File: src/rtl/gpf_pkg.sv
`timescale 1ns / 1ps

package gpf_pkg;

  // Word buffer geometry.
  localparam int WORD_MAX = 32;
  localparam int WORD_AW  = $clog2(WORD_MAX);
  localparam int LEN_W    = $clog2(WORD_MAX + 1);

  // Field widths.
  localparam int CODE_W   = 21;
  localparam int COL_W    = 9;
  localparam int LIMIT_W  = 8;
  localparam int MARGIN_W = 5;
  localparam int CFG_IW   = 2;
  localparam int CFG_DW   = 8;

  // Character codes.
  localparam logic [CODE_W-1:0] CH_SPACE = CODE_W'(32);
  localparam logic [CODE_W-1:0] CH_TAB   = CODE_W'(9);
  localparam logic [CODE_W-1:0] CH_DOT   = CODE_W'(46);

  localparam logic [MARGIN_W-1:0] MARGIN_MAX   = MARGIN_W'(16);
  localparam logic [COL_W-1:0]    NARROW_SLACK = COL_W'(10);

  // Register indexes.
  localparam logic [CFG_IW-1:0] REG_FILL_LIMIT   = 2'd0;
  localparam logic [CFG_IW-1:0] REG_JUSTIFY_MODE = 2'd1;
  localparam logic [CFG_IW-1:0] REG_MARGIN_WIDTH = 2'd2;
  localparam logic [CFG_IW-1:0] REG_START_COLUMN = 2'd3;

  // Reset values of the registers.
  localparam logic [LIMIT_W-1:0]  FILL_LIMIT_RST   = LIMIT_W'(72);
  localparam logic [MARGIN_W-1:0] MARGIN_WIDTH_RST = '0;
  localparam logic [LIMIT_W-1:0]  START_COLUMN_RST = '0;

endpackage

File: src/rtl/gpf_channels.sv
`timescale 1ns / 1ps

interface gpf_in_if;
  logic                       valid;
  logic                       ready;
  logic [gpf_pkg::CODE_W-1:0] char_code;
  logic                       line_end;
  logic                       para_end;

  modport source (output valid, output char_code, output line_end, output para_end,
                  input ready);
  modport sink (input valid, input char_code, input line_end, input para_end,
                output ready);
endinterface

interface gpf_out_if;
  logic                       valid;
  logic                       ready;
  logic [gpf_pkg::CODE_W-1:0] out_code;
  logic                       is_newline;
  logic                       last_of_run;

  modport source (output valid, output out_code, output is_newline, output last_of_run,
                  input ready);
  modport sink (input valid, input out_code, input is_newline, input last_of_run,
                output ready);
endinterface

interface gpf_cfg_if;
  logic                       valid;
  logic                       ready;
  logic [gpf_pkg::CFG_IW-1:0] reg_index;
  logic [gpf_pkg::CFG_DW-1:0] wr_data;

  modport source (output valid, output reg_index, output wr_data, input ready);
  modport sink (input valid, input reg_index, input wr_data, output ready);
endinterface

File: src/rtl/greedy_paragraph_fill.sv
`timescale 1ns / 1ps

// Greedy paragraph filler. Characters arrive one per input beat; word characters
// are collected in a 32-entry word buffer (later characters of a longer word
// are dropped) and give no result. A separator (space, tab, line end or
// paragraph end) that follows a word places it: the separator is accepted, then
// the results pass through the single output register, in order: the leading
// space or newline, margin spaces (justify mode), the word characters read from
// the buffer, the space after a period (fill mode) and the final newline at
// paragraph end. The leading state is passed through even when the first word
// of a paragraph fits and needs no space. Results wait while the output stalls.
// The input is not ready while results are being produced. With filling disabled
// or invalid settings each beat is echoed as one result. Configuration writes
// are always taken and must only be made while idle.
module greedy_paragraph_fill (
  input  logic       clk,
  input  logic       rst_n,
  gpf_in_if.sink     in_if,
  gpf_out_if.source  out_if,
  gpf_cfg_if.sink    cfg_if
);

  typedef enum logic [2:0] {
    S_IDLE,
    S_PASS,
    S_LEAD,
    S_MARGIN,
    S_WORD,
    S_DOT,
    S_PEND
  } state_t;

  state_t state_r;

  logic [gpf_pkg::LIMIT_W-1:0]  fill_r;
  logic                         justify_r;
  logic [gpf_pkg::MARGIN_W-1:0] margin_r;
  logic [gpf_pkg::LIMIT_W-1:0]  start_r;

  logic [gpf_pkg::LEN_W-1:0]    wlen_r;
  logic [gpf_pkg::COL_W-1:0]    col_r;
  logic                         first_r;
  logic                         period_r;

  logic                         pe_r;
  logic                         fits_r;
  logic [gpf_pkg::MARGIN_W-1:0] mcnt_r;
  logic [gpf_pkg::LEN_W-1:0]    emit_idx_r;
  logic [gpf_pkg::LEN_W-1:0]    emit_idx_nxt;
  logic [gpf_pkg::CODE_W-1:0]   pass_code_r;
  logic                         pass_nl_r;

  logic                         out_valid_r;
  logic [gpf_pkg::CODE_W-1:0]   out_code_r;
  logic                         out_nl_r;
  logic                         out_last_r;

  logic [gpf_pkg::CODE_W-1:0]   word_mem [gpf_pkg::WORD_MAX];
  logic [gpf_pkg::CODE_W-1:0]   rd_data_r;

  logic in_fire;
  logic out_free;
  logic line_end;
  logic is_sep;
  logic settings_ok;
  logic word_we;
  logic dot_needed;
  logic word_last;
  logic fits;
  logic [gpf_pkg::COL_W:0] fit_sum;
  logic [gpf_pkg::COL_W-1:0] margin_sum;

  assign in_if.ready  = (state_r == S_IDLE);
  assign cfg_if.ready = 1'b1;
  assign in_fire      = in_if.valid && in_if.ready;
  assign out_free     = !out_valid_r || out_if.ready;

  assign out_if.valid       = out_valid_r;
  assign out_if.out_code    = out_code_r;
  assign out_if.is_newline  = out_nl_r;
  assign out_if.last_of_run = out_last_r;

  assign line_end = in_if.line_end || in_if.para_end;
  assign is_sep   = line_end || (in_if.char_code == gpf_pkg::CH_SPACE) ||
                    (in_if.char_code == gpf_pkg::CH_TAB);

  assign margin_sum  = {{(gpf_pkg::COL_W - gpf_pkg::MARGIN_W){1'b0}}, margin_r} +
                       gpf_pkg::NARROW_SLACK;
  assign settings_ok = (fill_r != '0) && (margin_r <= gpf_pkg::MARGIN_MAX) &&
                       !(justify_r &&
                         (margin_sum > {{(gpf_pkg::COL_W - gpf_pkg::LIMIT_W){1'b0}}, fill_r}));

  // The one adder and compare that decides whether the word stays on this line.
  assign fit_sum = {1'b0, col_r} + (gpf_pkg::COL_W + 1)'(1) +
                   {{(gpf_pkg::COL_W + 1 - gpf_pkg::LEN_W){1'b0}}, wlen_r};
  assign fits    = fit_sum <= {{(gpf_pkg::COL_W + 1 - gpf_pkg::LIMIT_W){1'b0}}, fill_r};

  assign word_we    = (state_r == S_IDLE) && in_fire && settings_ok && !is_sep &&
                      (wlen_r < gpf_pkg::LEN_W'(gpf_pkg::WORD_MAX));
  assign dot_needed = !justify_r && period_r;
  assign word_last  = (emit_idx_r + gpf_pkg::LEN_W'(1)) == wlen_r;

  always_comb begin
    emit_idx_nxt = emit_idx_r;
    if (state_r == S_IDLE) begin
      emit_idx_nxt = '0;
    end else if (state_r == S_WORD && out_free) begin
      emit_idx_nxt = emit_idx_r + gpf_pkg::LEN_W'(1);
    end
  end

  // The read address always tracks the next index, so the data register holds
  // the current word character whenever the word state is reached.
  always_ff @(posedge clk) begin
    if (word_we) begin
      word_mem[wlen_r[gpf_pkg::WORD_AW-1:0]] <= in_if.char_code;
    end
    rd_data_r <= word_mem[emit_idx_nxt[gpf_pkg::WORD_AW-1:0]];
  end

  always_ff @(posedge clk) begin
    if (!rst_n) begin
      state_r     <= S_IDLE;
      fill_r      <= gpf_pkg::FILL_LIMIT_RST;
      justify_r   <= 1'b0;
      margin_r    <= gpf_pkg::MARGIN_WIDTH_RST;
      start_r     <= gpf_pkg::START_COLUMN_RST;
      wlen_r      <= '0;
      col_r       <= {1'b0, gpf_pkg::START_COLUMN_RST};
      first_r     <= 1'b1;
      period_r    <= 1'b0;
      pe_r        <= 1'b0;
      fits_r      <= 1'b0;
      mcnt_r      <= '0;
      emit_idx_r  <= '0;
      out_valid_r <= 1'b0;
    end else begin
      emit_idx_r <= emit_idx_nxt;
      if (out_if.ready) begin
        out_valid_r <= 1'b0;
      end

      if (cfg_if.valid) begin
        unique case (cfg_if.reg_index)
          gpf_pkg::REG_FILL_LIMIT:   fill_r <= cfg_if.wr_data;
          gpf_pkg::REG_JUSTIFY_MODE: justify_r <= cfg_if.wr_data[0];
          gpf_pkg::REG_MARGIN_WIDTH: margin_r <= cfg_if.wr_data[gpf_pkg::MARGIN_W-1:0];
          gpf_pkg::REG_START_COLUMN: begin
            start_r <= cfg_if.wr_data;
            if (first_r && wlen_r == '0) begin
              col_r <= {1'b0, cfg_if.wr_data};
            end
          end
          default: ;
        endcase
      end

      unique case (state_r)
        S_IDLE: begin
          if (in_fire) begin
            pe_r <= in_if.para_end;
            if (!settings_ok) begin
              pass_code_r <= line_end ? '0 : in_if.char_code;
              pass_nl_r   <= line_end;
              state_r     <= S_PASS;
            end else if (!is_sep) begin
              period_r <= (in_if.char_code == gpf_pkg::CH_DOT);
              if (word_we) begin
                wlen_r <= wlen_r + gpf_pkg::LEN_W'(1);
              end
            end else begin
              fits_r <= fits;
              if (wlen_r != '0) begin
                state_r <= S_LEAD;
              end else if (in_if.para_end) begin
                state_r <= S_PEND;
              end
            end
          end
        end

        S_PASS: begin
          if (out_free) begin
            out_valid_r <= 1'b1;
            out_code_r  <= pass_code_r;
            out_nl_r    <= pass_nl_r;
            out_last_r  <= 1'b1;
            if (pe_r) begin
              wlen_r   <= '0;
              col_r    <= {1'b0, start_r};
              first_r  <= 1'b1;
              period_r <= 1'b0;
            end
            state_r <= S_IDLE;
          end
        end

        S_LEAD: begin
          if (fits_r && first_r) begin
            // First word of a paragraph that fits: no leading space.
            first_r <= 1'b0;
            state_r <= S_WORD;
          end else if (out_free) begin
            out_valid_r <= 1'b1;
            out_last_r  <= 1'b0;
            first_r     <= 1'b0;
            if (fits_r) begin
              out_code_r <= gpf_pkg::CH_SPACE;
              out_nl_r   <= 1'b0;
              col_r      <= col_r + gpf_pkg::COL_W'(1);
              state_r    <= S_WORD;
            end else begin
              out_code_r <= '0;
              out_nl_r   <= 1'b1;
              col_r      <= '0;
              if (justify_r && margin_r != '0) begin
                mcnt_r  <= margin_r;
                state_r <= S_MARGIN;
              end else begin
                state_r <= S_WORD;
              end
            end
          end
        end

        S_MARGIN: begin
          if (out_free) begin
            out_valid_r <= 1'b1;
            out_code_r  <= gpf_pkg::CH_SPACE;
            out_nl_r    <= 1'b0;
            out_last_r  <= 1'b0;
            col_r       <= col_r + gpf_pkg::COL_W'(1);
            mcnt_r      <= mcnt_r - gpf_pkg::MARGIN_W'(1);
            if (mcnt_r == gpf_pkg::MARGIN_W'(1)) begin
              state_r <= S_WORD;
            end
          end
        end

        S_WORD: begin
          if (out_free) begin
            out_valid_r <= 1'b1;
            out_code_r  <= rd_data_r;
            out_nl_r    <= 1'b0;
            out_last_r  <= word_last && !dot_needed && !pe_r;
            col_r       <= col_r + gpf_pkg::COL_W'(1);
            if (word_last) begin
              wlen_r <= '0;
              if (dot_needed) begin
                state_r <= S_DOT;
              end else if (pe_r) begin
                state_r <= S_PEND;
              end else begin
                state_r <= S_IDLE;
              end
            end
          end
        end

        S_DOT: begin
          if (out_free) begin
            out_valid_r <= 1'b1;
            out_code_r  <= gpf_pkg::CH_SPACE;
            out_nl_r    <= 1'b0;
            out_last_r  <= !pe_r;
            col_r       <= col_r + gpf_pkg::COL_W'(1);
            state_r     <= pe_r ? S_PEND : S_IDLE;
          end
        end

        S_PEND: begin
          if (out_free) begin
            out_valid_r <= 1'b1;
            out_code_r  <= '0;
            out_nl_r    <= 1'b1;
            out_last_r  <= 1'b1;
            wlen_r      <= '0;
            col_r       <= {1'b0, start_r};
            first_r     <= 1'b1;
            period_r    <= 1'b0;
            state_r     <= S_IDLE;
          end
        end

        default: state_r <= S_IDLE;
      endcase
    end
  end

`ifndef NO_ASSERTIONS
  // A separator after a buffered word always starts its placement.
  a_sep_places_word: assert property (@(posedge clk) disable iff (!rst_n)
    (in_fire && settings_ok && is_sep && wlen_r != '0) |=> (state_r == S_LEAD))
    else $error("separator after a word did not start placement");

  // The final newline of a paragraph restarts the paragraph state.
  a_pend_restarts: assert property (@(posedge clk) disable iff (!rst_n)
    (state_r == S_PEND && out_free) |=>
      (state_r == S_IDLE && first_r && wlen_r == '0 && !period_r))
    else $error("paragraph end did not restart the paragraph");

  // No result is loaded while idle.
  a_idle_no_result: assert property (@(posedge clk) disable iff (!rst_n)
    (state_r == S_IDLE && out_free) |=> !out_valid_r)
    else $error("result produced while idle");

  // The word buffer never holds more than its depth.
  a_wlen_bound: assert property (@(posedge clk) disable iff (!rst_n)
    (wlen_r == gpf_pkg::LEN_W'(gpf_pkg::WORD_MAX) && in_fire && !is_sep) |=>
      (wlen_r == gpf_pkg::LEN_W'(gpf_pkg::WORD_MAX)))
    else $error("word length grew past the buffer depth");
`endif

endmodule

File: src/flat_wrapper.sv
// flat-port wrapper written by rule: the top's interface ports become plain ports
module greedy_paragraph_fill_flat 
  (clk, rst_n, in_if_valid, in_if_char_code, in_if_line_end, in_if_para_end, in_if_ready, out_if_valid, out_if_out_code, out_if_is_newline, out_if_last_of_run, out_if_ready, cfg_if_valid, cfg_if_reg_index, cfg_if_wr_data, cfg_if_ready);
  gpf_in_if in_if_i ();
  gpf_out_if out_if_i ();
  gpf_cfg_if cfg_if_i ();
  input  logic clk;
  input  logic rst_n;
  input wire logic [$bits(in_if_i.valid)-1:0] in_if_valid;
  input wire logic [$bits(in_if_i.char_code)-1:0] in_if_char_code;
  input wire logic [$bits(in_if_i.line_end)-1:0] in_if_line_end;
  input wire logic [$bits(in_if_i.para_end)-1:0] in_if_para_end;
  output wire logic [$bits(in_if_i.ready)-1:0] in_if_ready;
  output wire logic [$bits(out_if_i.valid)-1:0] out_if_valid;
  output wire logic [$bits(out_if_i.out_code)-1:0] out_if_out_code;
  output wire logic [$bits(out_if_i.is_newline)-1:0] out_if_is_newline;
  output wire logic [$bits(out_if_i.last_of_run)-1:0] out_if_last_of_run;
  input wire logic [$bits(out_if_i.ready)-1:0] out_if_ready;
  input wire logic [$bits(cfg_if_i.valid)-1:0] cfg_if_valid;
  input wire logic [$bits(cfg_if_i.reg_index)-1:0] cfg_if_reg_index;
  input wire logic [$bits(cfg_if_i.wr_data)-1:0] cfg_if_wr_data;
  output wire logic [$bits(cfg_if_i.ready)-1:0] cfg_if_ready;
  assign in_if_i.valid = in_if_valid;
  assign in_if_i.char_code = in_if_char_code;
  assign in_if_i.line_end = in_if_line_end;
  assign in_if_i.para_end = in_if_para_end;
  assign in_if_ready = in_if_i.ready;
  assign out_if_valid = out_if_i.valid;
  assign out_if_out_code = out_if_i.out_code;
  assign out_if_is_newline = out_if_i.is_newline;
  assign out_if_last_of_run = out_if_i.last_of_run;
  assign out_if_i.ready = out_if_ready;
  assign cfg_if_i.valid = cfg_if_valid;
  assign cfg_if_i.reg_index = cfg_if_reg_index;
  assign cfg_if_i.wr_data = cfg_if_wr_data;
  assign cfg_if_ready = cfg_if_i.ready;
  greedy_paragraph_fill u_core (.clk(clk), .rst_n(rst_n), .in_if(in_if_i), .out_if(out_if_i), .cfg_if(cfg_if_i));
endmodule
File: config.mk
export PLATFORM = sky130hd
export DESIGN_NAME = greedy_paragraph_fill_flat
export DESIGN_NICKNAME = d
export VERILOG_FILES = /design/src/rtl/gpf_pkg.sv /design/src/rtl/gpf_channels.sv /design/src/rtl/greedy_paragraph_fill.sv /design/src/flat_wrapper.sv
export SDC_FILE = /design/constraint.sdc
export NUM_CORES = 1
export LEC_CHECK = 0
export BUFFER_PORTS_ARGS = -buffer_cell sky130_fd_sc_hd__buf_4
export CAP_MARGIN = 5
export CORE_ASPECT_RATIO = 0.75
export CORE_MARGIN = 4
export CORE_UTILIZATION = 30
export CTS_CLUSTER_DIAMETER = 150
export CTS_CLUSTER_SIZE = 30
export DETAILED_ROUTE_END_ITERATION = 7
export GPL_TIMING_DRIVEN = 1
export PLACE_DENSITY_LB_ADDON = 0.1
export SYNTH_ARGS = -nofsm -noshare
export SYNTH_HDL_FRONTEND = slang
export SYNTH_SLANG_ARGS = --single-unit
File: constraint.sdc
create_clock -name clk -period 7.2 [get_ports clk]
set_input_delay 1.44 -clock clk [delete_from_list [all_inputs] [get_ports clk]]
set_output_delay 1.44 -clock clk [all_outputs]
set_load 0.05 [all_outputs]
; After elaboration in Yosys (flattened, before gate mapping)
; Memories as Yosys holds them, arrays and structs flattened. A register that Yosys moved wholly into a read port is not among the register bits.
; Index checks and enable logic that the tools add are counted.
; Widths: inputs -> output; s select.
[totals]
elab_cells = 211
memories = 1
reg_bits = 101
out_inout_bits = 26
inputBits = 38
ram_bits = 672
[classes]
n_eq_ne = 36
muxes = 83
magnitude_cmp = 4
n_bitwise = 2
reduce_logical = 58
add_sub_neg = 7
[mem_list]
columns = name, words, word_bits, rd, rd_ports_with_merged_regs, write_ports, line_no
row1 = u_core.word_mem, 32, 21, 1, 1, 1, greedy_paragraph_fill.sv:58  ; logic [gpf_pkg::CODE_W-1:0] word_mem [gpf_pkg::WORD_MAX];
[op_table]
columns = cell, count
row1 = $mux 21, 6
row2 = $pmux 21 s5, 1
row3 = $mux 9, 10
row4 = $mux 6, 10
row5 = $mux 3, 17
row6 = $eq 21x6->1 const B, 2
row7 = $pmux 9 s4, 1
row8 = $mux 5, 7
row9 = $ne 2x1->1 const B, 13
row10 = $pmux 6 s4, 1
row11 = $mux 1, 23
row12 = $eq 21x4->1 const B, 1
row13 = $reduce_and 10->1, 2
row14 = $pmux 3 s6, 1
row15 = $logic_and 1x1->1, 15
row16 = $reduce_bool 5->1, 3
row17 = $reduce_and 7->1, 2
row18 = $add 6x1->6 const B, 2
row19 = $ne 2x2->1 const B, 6
row20 = $reduce_and 6->1, 2
row21 = $add 10x6->10, 1
row22 = $add 9x1->10 const B, 1
row23 = $le 10x8->1, 1
row24 = $pmux 5 s2, 1
row25 = other kinds (38), 61

; Logic depth before layout (Yosys ltp)
; Gate-level depths: netlist of the first run.
[logic_depth]
ltp_word = 13
depth_mapped = 15

; Least setup slack after synthesis of the first run
; OpenSTA, ideal clock, no wires.
[synth_timing]
path_kind = input -> register
from = input in_if_char_code[0]
to = memory u_core.word_mem[0][0] (netlist name), enable pin
required_ps = 6775
t_arrival_ps = 3408
path_slack_ps = 3366
n_path_buf = 0
path_stages = 4
setup_time_ps = 425
path_cell_list = and3b_1 -> a21oi_1 -> o41ai_2 -> nor3_1
[synth_via]
elab_chain_cells = 8
[synth_lines]
columns = element, line_no
row1 = "start, declared", flat_wrapper.sv:10  ; input wire logic [$bits(in_if_i.char_code)-1:0] in_if_char_code;
row2 = $eq 21x6->1, greedy_paragraph_fill.sv:84  ; assign is_sep = line_end || (in_if.char_code == gpf_pkg::CH_SPACE) ||
row3 = $logic_or 1x1->1, greedy_paragraph_fill.sv:84
row4 = $logic_or 1x1->1 (*), greedy_paragraph_fill.sv:84
row5 = $logic_not 1->1 (*), greedy_paragraph_fill.sv:98  ; assign word_we = (state_r == S_IDLE) && in_fire && settings_ok && !is_sep &&
row6 = $logic_and 1x1->1 (*) (2 in a row), greedy_paragraph_fill.sv:98
row7 = $mux 1 (*), greedy_paragraph_fill.sv:115  ; if (word_we) begin
row8 = $mux 1 (not written as such) (*), greedy_paragraph_fill.sv:116  ; word_mem[wlen_r[gpf_pkg::WORD_AW-1:0]] <= in_if.char_code;
row9 = "end, declared", greedy_paragraph_fill.sv:58
; Every way passes the cells marked *; elsewhere a longest branch is shown, timed or not.

; Worst setup path in the final report of the first run
[layout_timing]
from = register u_core.state_r[2]
to = register u_core.rd_data_r[1] (netlist name), read port of u_core.word_mem
[layout_via]
elab_chain_cells = 4
[layout_lines]
columns = element, line_no
row1 = "start, declared", greedy_paragraph_fill.sv:33  ; state_t state_r;
row2 = "start signal, assigned", greedy_paragraph_fill.sv:267  ; state_r <= pe_r ? S_PEND : S_IDLE;
row3 = $eq 3x3->1, greedy_paragraph_fill.sv:107  ; end else if (state_r == S_WORD && out_free) begin
row4 = $logic_and 1x1->1, greedy_paragraph_fill.sv:107
row5 = $mux 5, greedy_paragraph_fill.sv:107
row6 = $mux 5 (*), greedy_paragraph_fill.sv:105  ; if (state_r == S_IDLE) begin
row7 = "end, declared", greedy_paragraph_fill.sv:59  ; logic [gpf_pkg::CODE_W-1:0] rd_data_r;
; Marked as above.
; A chain may end at the register's enable or synchronous reset.

==> results of run 1 <==
critical path, delay by kind of cell (launching register included):
kind            cells  cell delay [ns]
compound gates      2             0.97
flops               1             0.88
simple gates        4             1.40
buf+inv             1             0.63
mux                 1             0.47
through the flow:
stage | instances | setup WS, ns | hold WS [ns] | cell area, sq um | util
2_1_floorplan | 2333 | 3.37 | 0.435 | 31900 | -
3_3_place_gp | 3727 | 1.67 | 0.448 | 34300 | 0.325
3_5_place_dp | 3730 | 1.75 | 0.458 | 34300 | 0.326
4_1_cts | 3786 | 2.39 | 0.474 | 35200 | 0.334
5_1_grt | 3788 | 2.48 | 0.488 | 35200 | 0.334
6_report | 3788 | 2.66 | 0.470 | 35200 | 0.334
registers in the layout (all words and copies together), names as in the netlist, 3 cells and up:
signal                  count
u_core.emit_idx_r           6
u_core.word_mem           672
u_core.start_r              8
u_core.col_r                9
u_core.out_if.out_code     21
u_core.state_r              3
u_core.margin_r             5
u_core.rd_data_r           21
u_core.fill_r               8
u_core.pass_code_r         21
u_core.wlen_r               6
u_core.mcnt_r               5
worst paths after layout:
| kind | from | slack (ns) | end |
|---|---|---|---|
| worst min register to register | u_core.start_r[6] | 0.47 | u_core.start_r[6] |
| worst max-delay path | u_core.state_r[2] | 2.66 | u_core.rd_data_r[1] |
| worst max register to register | u_core.state_r[2] | 2.66 | u_core.rd_data_r[1] |
| worst min-delay path | u_core.start_r[6] | 0.47 | u_core.start_r[6] |
kinds of logic (layout without fill, tap and decap cells):
family / after synthesis / after routing / share of synthesized area
and+or+nand+nor: 715 / 715 / 0.103
other: 1 / 1 / 0.000118
DFF: 794 / 794 / 0.723
AOI/OAI and AO/OA: 552 / 552 / 0.119
adders and majority gates: 30 / 30 / 0.0120
buffers and inverters: 177 / 215 / 0.0220
xor gates and xnor gates: 25 / 25 / 0.00686
muxes: 39 / 39 / 0.0138
final cells by class:
class,count,area [sq um],area share
Sequential cell,794,23100,0.655
Multi-Input combinational cell,1362,8320,0.236
Tap cell,1417,1770,0.0503
Timing Repair Buffer,128,1070,0.0305
Clock buffer,54,842,0.0239
Inverter,31,116,0.00330
Clock inverter,2,32.5,0.000923
layer usage:
layer  track usage  part of all wire  wire length [microns]
met1         0.290              0.49                  51900
met2         0.274              0.44                  45900
met3        0.0223             0.056                   5870
met4        0.0219             0.013                   1320
met5             0                 0                      0
cell usage in the layout, fill, tap and decap left out, types with 28 or more instances in the layout:
cell       instances
a211oi_1          70
a21oi_1          163
a22oi_1           88
a311oi_1          64
and3_1            70
buf_4            117
clkbuf_16         30
dfxtp_1           77
edfxtp_1         717
ha_1              29
inv_1             30
nand2_1          347
nor2_1            99
nor2_2            30
nor4_1            28
o21ai_0           62
where the power goes:
group / leakage (nW) / switching (mW) / total (mW) / internal, mW
sequential: 7.09 / 0.119 / 5.29 / 5.17
combinational: 3.75 / 1.82 / 2.51 / 0.692
clock: 0.415 / 1.42 / 2.23 / 0.814
==> results by group, run 1 <==
Worst setup path
  – Critical path arrival: 5.08 ns
  – Worst Reg-to-Reg Cells: 8
  – CP Launch Type: flop
  – Critical path's largest stage delay: 0.88 ns
  – Crit Path Max Fanout: 46
  – Worst path cell trace: or4b_1 -> o211ai_4 -> buf_4 -> mux2_2 -> a222oi_1 -> nor2_1 -> nor4_1 -> nand4_1
  – Crit-path slowest cell: dfxtp_1
  – Element type at the critical path end: flop
  – WS Path Type: reg2reg
  – CP Data Required Time: 7.74 ns

Clock network
  – Clock Latency Late Sink: 0.68 ns
  – Post-CTS resize count: 0
  – Clock transition at path regs: 0.13 ns
  – Root buffer cell: clkbuf_16
  – Hold buffer count at CTS: 0
  – H-tree Lvls: 1
  – CTS Buf Count: 30
  – Clock Tree Buf Depth: 3
  – CTS tree: built
  – CTS sink cnt: 794
  – Setup Fix Bufs, Post-CTS: 0

Drt
  – DR vias/cell: 5.25
  – WL per Instance: 27.7 microns
  – DRT Pass-1 Iters: 7
  – DRC viols: 0
  – Post-route ant nets: 0
  – Routed WL: 105000 microns
  – Via count: 19888
  – Initial DRC count: 2205

Timing
  – Max Slew Vio Count: 0
  – Clock Skews: 0.0473 ns
  – RSZ-0062 raised after global routing: false
  – Worst-margin pin slew: 1.02 ns
  – Setup Viol. Count Final: 0
  – Fmax achieved: 0.220 GHz
  – Final Cycle Share: 0.631
  – Endpoints failing hold: 0
  – Final period demand of the worst path: 4.54 ns
  – Slew headroom: 0.322
  – Final setup TNS: 0 ns

Synth
  – Post-synth EDFFs: 717
  – Yosys reg bits: 794
  – Top post-synthesis cells by count: 717 x edfxtp_1, 348 x nand2_1, 165 x a21oi_1
  – Syn Area/Cell: 13.7 sq um
  – Post-synth net total: 2401
  – Synth warn: 0
  – Post-synth top area share: 0.675
  – Synth cell types: 76
  – Ranking of synthesized cells by area: edfxtp_1 67%, dfxtp_1 4.8%, nand2_1 4.1%
  – Async SR Flop Fraction: 0
  – Gate Count Post-Synth: 2333
  – Post-synthesis cell area: 31900 sq um
  – Post-synthesis cell type with the largest combined area: edfxtp_1
  – Seq/Total Area, Yosys: 0.723
  – Most frequent cell after synthesis: edfxtp_1
  – Ys flop type: edfxtp_1

Placement
  – Port buffer count: 62
  – Detailed placer's ending HPWL: 61900 microns
  – GP Congestion: 0.797

Min path
  – Hold Path Depth: 2
  – Worst Hold Class: reg2reg

Pwr
  – Power consumption: 10.0 mW
  – P_leak: 11.3 nW
  – Pwr/cell area: 285 nW/um^2
  – Max VDD drop: 0.190 mV

Outcome
  – Status: finished clean

Floorplanning
  – Core box area: 105000 sq um
  – Starting Density: 0.303
  – Row count: 103
  – Die area: 112000 sq um
  – Vert. Die Dim: 290 microns
  – I/O Pins: 64
  – Die Width: 385 microns

Final layout
  – Area grow syn2layout: 10.4%
  – Number of diodes: 0
  – Layout cell share with drive strength beyond 1: 0.102
  – Final #Nets: 2415
  – Fillers: 10243

Global route
  – GRT Total Usage: 0.183
  – Vias in the first global route: 19265
  – Initial antenna violation count: 8
  – GRT overflow: 0
  – Pin count of the biggest net entering global routing: 110
  – First-pass GRT wire length: 149000 microns

Job
  – Max Cap Viol: 0
No activity file was read; power rests on OpenSTA's default activity.
==> run 2, diff against run 1 <==
==> constraint.sdc (replaced) <==
create_clock -name clk -period 4.1 [get_ports clk]
set_input_delay 0.82 -clock clk [delete_from_list [all_inputs] [get_ports clk]]
set_output_delay 0.82 -clock clk [all_outputs]
set_load 0.05 [all_outputs]
==> run 2 against run 1 <==
Compared with the run above:
- count of clock-buffer cells in the layout did not move
- power rose by 77%
- sequential power up 75%
- design area increased by 3.8%
- first-iteration DRC count grew 4.0%
- largest cell class unchanged
- global-route usage rose by 0.50 points
- combinational power is 84% higher
==> results by group, run 2 (same netlist as run 1, synthesis figures left out) <==
Floorplanning
  – Die Width: 385 microns
  – Core box area: 105000 sq um
  – Starting Density: 0.303
  – Die area: 112000 sq um
  – Vert. Die Dim: 290 microns
  – I/O Pins: 64
  – Row count: 103

Worst setup path
  – Crit Path Max Fanout: 8
  – Element type at the critical path end: flop
  – Worst reg2reg path startpoint: u_core.emit_idx_r[0]
  – CP Data Required Time: 4.64 ns
  – WS Path Type: reg2reg
  – Critical path's largest stage delay: 0.92 ns
  – Crit-path slowest cell: nor4_1
  – CP Launch Type: flop
  – Worst path cell trace: ha_1 -> nand4bb_1 -> or4_1 -> a21oi_1 -> buf_4 -> nand3b_1 -> buf_4 -> a311oi_1 -> nor4_1 -> nand4_1
  – Worst path most repeated cell: buf_4
  – Critical path arrival: 4.42 ns
  – CP startpoint: u_core.emit_idx_r[0]

Placement
  – Area after DPL: 35700 sq um
  – Detailed placer's ending HPWL: 68900 microns
  – Port buffer count: 62
  – Placed Cells: 3839
  – GP Congestion: 0.799

Final layout
  – Finished Cell Area: 36600 sq um
  – Core Util, Final: 0.347
  – Layout cell share with drive strength beyond 1: 0.141
  – Most common cell after layout, fill and taps aside: edfxtp_1
  – Max reg flops: 672
  – Fillers: 10312
  – Most frequent cells in the layout: 717 x edfxtp_1, 347 x nand2_1, 182 x buf_4
  – Final #Nets: 2522
  – Finished Layout Cells: 3897
  – Area grow syn2layout: 14.6%

Pwr
  – Pwr/cell area: 486 nW/um^2
  – Power consumption: 17.8 mW
  – Max VDD drop: 0.607 mV
  – P_leak: 11.9 nW

Timing
  – Hold WS: 0.399 ns
  – Max Slew Vio Count: 0
  – Final period demand of the worst path: 3.89 ns
  – Slew headroom: 0.249
  – Fmax achieved: 0.257 GHz
  – Setup Viol. Count Final: 0
  – Worst-margin pin slew: 1.13 ns
  – Final Cycle Share: 0.948
  – RSZ-0062 raised after global routing: false
  – Endpoints failing hold: 0
  – Clock Skews: 0.0751 ns

Drt
  – Via count: 20377
  – WL per Instance: 27.6 microns
  – Post-route ant nets: 0
  – DRT Pass-1 Iters: 6
  – DRC viols: 0
  – Initial DRC count: 2293
  – Routed WL: 107000 microns
  – DR vias/cell: 5.23

Clock network
  – CTS sink cnt: 794
  – CTS tree: built
  – CTS Buf Count: 30
  – Root buffer cell: clkbuf_16
  – H-tree Lvls: 1
  – Clock Tree Buf Depth: 3
  – Setup Fix Bufs, Post-CTS: 0
  – Post-CTS resize count: 0
  – Clock transition at path regs: 0.14 ns
  – Hold buffer count at CTS: 0
  – Clock Latency Late Sink: 0.69 ns

Outcome
  – Status: finished clean

Global route
  – Vias in the first global route: 19909
  – GRT Total Usage: 0.188
  – Initial antenna violation count: 17
  – First-pass GRT wire length: 153000 microns
  – GRT overflow: 0
  – Pin count of the biggest net entering global routing: 77

Min path
  – Min-delay src: in_if_para_end
  – Worst Hold Class: in2reg

Job
  – Max Cap Viol: 0
run 2: changes by cell type in the layout (fill, tap and decap cells not counted):
cell,delta
clkbuf_1,+1
buf_8,-5
or3b_1,+1
nor2_4,-2
or3b_2,-1
buf_4,+65
clkbuf_2,-1
nor4_1,-1
buf_12,+47
nor2_2,+2
diode_2,+2
nor4_2,+1
run 2: worst paths after layout:
| kind | to | slack, ns | depth (start not counted) |
|---|---|---|---|
| hold / removal | u_core.pe_r | 0.40 | 3 |
| hold reg to reg | u_core.start_r[4] | 0.47 | 2 |
| setup / recovery | u_core.rd_data_r[14] | 0.21 | 10 |
| setup reg to reg | u_core.rd_data_r[14] | 0.21 | 10 |
run 2: layout make-up:
type,count,area (sq um),area share
Clock buffer,54,841,0.0230
Sequential cell,794,23100,0.631
Multi-Input combinational cell,1362,8320,0.227
Tap cell,1417,1770,0.0485
Timing Repair Buffer,235,2430,0.0663
Clock inverter,2,32.5,0.000889
Inverter,31,116,0.00318
Antenna cell,2,5.00,0.000137
run 2: routing by layer:
metal | part of all wire | track usage | vias up
met5 | 0 | 0 | -
met2 | 0.43 | 0.278 | 638
met3 | 0.059 | 0.0217 | 66
met1 | 0.50 | 0.303 | 10498
met4 | 0.0099 | 0.0193 | 0
li1 | - | - | 9175
run 2: stage by stage:
step / TNS (ns) / worst slack [ns]
2_1_floorplan: 0 / 0.327
3_3_place_gp: -0.107 / -0.107
3_5_place_dp: -0.0290 / -0.0290
4_1_cts: 0 / 0.218
5_1_grt: 0 / 0.137
6_report: 0 / 0.214
run 2: report_power, final:
part	switching (mW)	internal (mW)
registers	0.157	9.08
clock network	2.50	1.43
logic	3.23	1.38
run 2: critical path, delay by kind of cell (launching register included):
| kind | cells | cell delay, ns |
|---|---|---|
| simple gates | 5 | 2.13 |
| flops | 1 | 0.53 |
| buf+inv | 2 | 0.46 |
| fa+ha+maj | 1 | 0.30 |
| compound gates | 2 | 0.29 |
==> run 3, diff against run 2 <==
--- a/config.mk
+++ b/config.mk
@@ -5,7 +5,6 @@
 export SDC_FILE = /design/constraint.sdc
 export NUM_CORES = 1
 export LEC_CHECK = 0
-export BUFFER_PORTS_ARGS = -buffer_cell sky130_fd_sc_hd__buf_4
 export CAP_MARGIN = 5
 export CORE_ASPECT_RATIO = 0.75
 export CORE_MARGIN = 4
@@ -13,6 +12,7 @@
 export CTS_CLUSTER_DIAMETER = 150
 export CTS_CLUSTER_SIZE = 30
 export DETAILED_ROUTE_END_ITERATION = 7
+export DONT_BUFFER_PORTS = 1
 export GPL_TIMING_DRIVEN = 1
 export PLACE_DENSITY_LB_ADDON = 0.1
 export SYNTH_ARGS = -nofsm -noshare
==> constraint.sdc (replaced) <==
create_clock -name clk -period 3.25 [get_ports clk]
set_input_delay 0.65 -clock clk [delete_from_list [all_inputs] [get_ports clk]]
set_output_delay 0.65 -clock clk [all_outputs]
set_load 0.05 [all_outputs]
==> run 3 against run 2 <==
Compared with the run above:
- final cell count down 0.49%
- combinational power rose by 20%
- power is 26% higher
- setup slack worse by 0.11 ns
- design area increased by 1.0%
- clock power is 25% higher
- hold slack got worse by 0.34 ns
- largest cell class unchanged
- via count fell by 0.16%
- highest routed layer is now met5
- critical path type unchanged
==> results by group, run 3 (same netlist as run 1, synthesis figures left out) <==
Placement
  – Detailed placer's ending HPWL: 64300 microns
  – GP Congestion: 0.815
  – Port buffer count: 0
  – Placed Cells: 3790

Final layout
  – Core Util, Final: 0.351
  – Area grow syn2layout: 15.8%
  – Layout cell share with drive strength beyond 1: 0.142
  – Finished Layout Cells: 3878
  – Final #Nets: 2500
  – Fillers: 10290
  – Most frequent cells in the layout: 717 x edfxtp_1, 346 x nand2_1, 161 x a21oi_1
  – Most common cell after layout, fill and taps aside: edfxtp_1
  – Max reg flops: 672

Worst setup path
  – Worst path most repeated cell: buf_6
  – Critical path arrival: 3.52 ns
  – Worst path cell trace: buf_6 -> or4_4 -> a22o_1 -> a31o_1 -> nor3_4 -> nor3b_2 -> buf_4 -> buf_6 -> nand2_8 -> nor2_4 -> clkbuf_16
  – Element type at the critical path end: flop
  – CP Data Required Time: 3.62 ns
  – CP Launch Type: flop
  – WS Path Type: reg2reg
  – Crit-path slowest cell: or4_4
  – Crit Path Max Fanout: 7
  – R2R Setup Slk: 0.11 ns
  – Critical path's largest stage delay: 0.54 ns

Drt
  – DRC viols: 0
  – WL per Instance: 26.8 microns
  – Via count: 20345
  – DRT Pass-1 Iters: 6
  – Initial DRC count: 1785
  – Post-route ant nets: 0
  – Routed WL: 104000 microns
  – DR vias/cell: 5.25

Pwr
  – Pwr/cell area: 605 nW/um^2
  – P_leak: 12.0 nW
  – Max VDD drop: 0.402 mV

Timing
  – Hold WS: 0.0570 ns
  – Final period demand of the worst path: 3.14 ns
  – Setup Viol. Count Final: 0
  – Slew headroom: 0.346
  – Final Cycle Share: 0.967
  – Worst-margin pin slew: 0.974 ns
  – Max Slew Vio Count: 0
  – Clock Skews: 0.0662 ns
  – Fmax achieved: 0.318 GHz
  – Endpoints failing hold: 0

Global route
  – Initial antenna violation count: 7
  – GRT Total Usage: 0.179
  – First-pass GRT wire length: 146000 microns
  – Vias in the first global route: 19707
  – GRT overflow: 0
  – Pin count of the biggest net entering global routing: 81

Min path
  – Worst Hold Class: in2reg

Clock network
  – Clock Tree Buf Depth: 3
  – Root buffer cell: clkbuf_16
  – Clock Latency Late Sink: 0.69 ns
  – Clock transition at path regs: 0.13 ns
  – CTS tree: built
  – CTS Buf Count: 30
  – H-tree Lvls: 1
  – CTS sink cnt: 794

Floorplanning
  – Die Width: 385 microns
  – Core box area: 105000 sq um
  – Starting Density: 0.303
  – I/O Pins: 64
  – Die area: 112000 sq um
  – Vert. Die Dim: 290 microns
  – Row count: 103

Job
  – Max Cap Viol: 0

Outcome
  – Status: finished clean
-- run 3: changes by cell type in the layout (fill, tap and decap cells not counted), moves of 3 or more --
| cell | previous run | this run |
|---|---|---|
| buf_6 | 0 | 4 |
| dfxtp_1 | 77 | 71 |
| nor4_1 | 27 | 21 |
| nor2_4 | 1 | 9 |
| dfxtp_2 | 0 | 4 |
| buf_12 | 53 | 62 |
| diode_2 | 2 | 5 |
| buf_4 | 182 | 133 |
| nor4_4 | 0 | 3 |
| nor2_2 | 32 | 24 |
| clkbuf_16 | 30 | 41 |
| nor4_2 | 1 | 4 |
-- run 3: what timing repair did --
action | 4_1_cts | 5_1_grt
endpoints found under the hold margin | 1 | 0
setup endpoints to repair | 10 | 662
cloned | 2 | 12
setup buffers | 3 | 10
hold buffers | 1 | 0
pin swaps | 5 | 19
gates resized for setup | 12 | 34
-- run 3: where the power goes --
group | switching, mW | internal [mW]
sequential | 0.450 | 11.5
combinational | 3.66 | 1.88
clock | 3.13 | 1.80
-- run 3: final cells by class --
cell class	instances	area (sq um)	share of cell area
sequential	794	23100	0.624
tap	1417	1770	0.0480
inverter	31	116	0.00315
clock inverter	2	32.5	0.000880
multi-input combinational	1363	8500	0.230
timing repair buffer	212	2600	0.0704
clock buffer	54	841	0.0227
antenna	5	12.5	0.000338
-- run 3: path summary, 6_finish.rpt --
path                                          start                       to  cells past startpoint
worst max register to register   u_core.margin_r[3]  u_core.word_mem[11][16]                     11
worst min register to register    u_core.start_r[5]        u_core.start_r[5]                      2
worst min-delay path            in_if_char_code[14]  u_core.word_mem[10][14]                      0
worst max-delay path             u_core.margin_r[3]  u_core.word_mem[11][16]                     11
-- run 3: layer usage --
metal,up-vias,track usage,routed length (microns)
li1,9142,-,-
met1,10623,0.283,52500
met2,522,0.267,44700
met3,56,0.0201,5160
met4,2,0.0275,1450
met5,-,0,11
-- run 3: through the flow --
step	TNS (ns)	total power [mW]	setup slack (ns)	instance area, sq um
after floorplan	-251.57	15.1	-0.400	31900
after global placement	-1.11	17.5	-0.516	35400
after detailed placement	-1.21	17.6	-0.460	35400
after CTS	-0.0494	22.7	-0.0228	36500
after global routing	-0.0276	23.4	-0.0140	37000
final	0	22.4	0.107	37000
-- run 3: critical path: cells and delay by family, from the launching register on --
kind / cells / cell delay, ns
simple gates: 5 / 1.28
buf+inv: 4 / 0.68
compound gates: 2 / 0.45
flops: 1 / 0.39
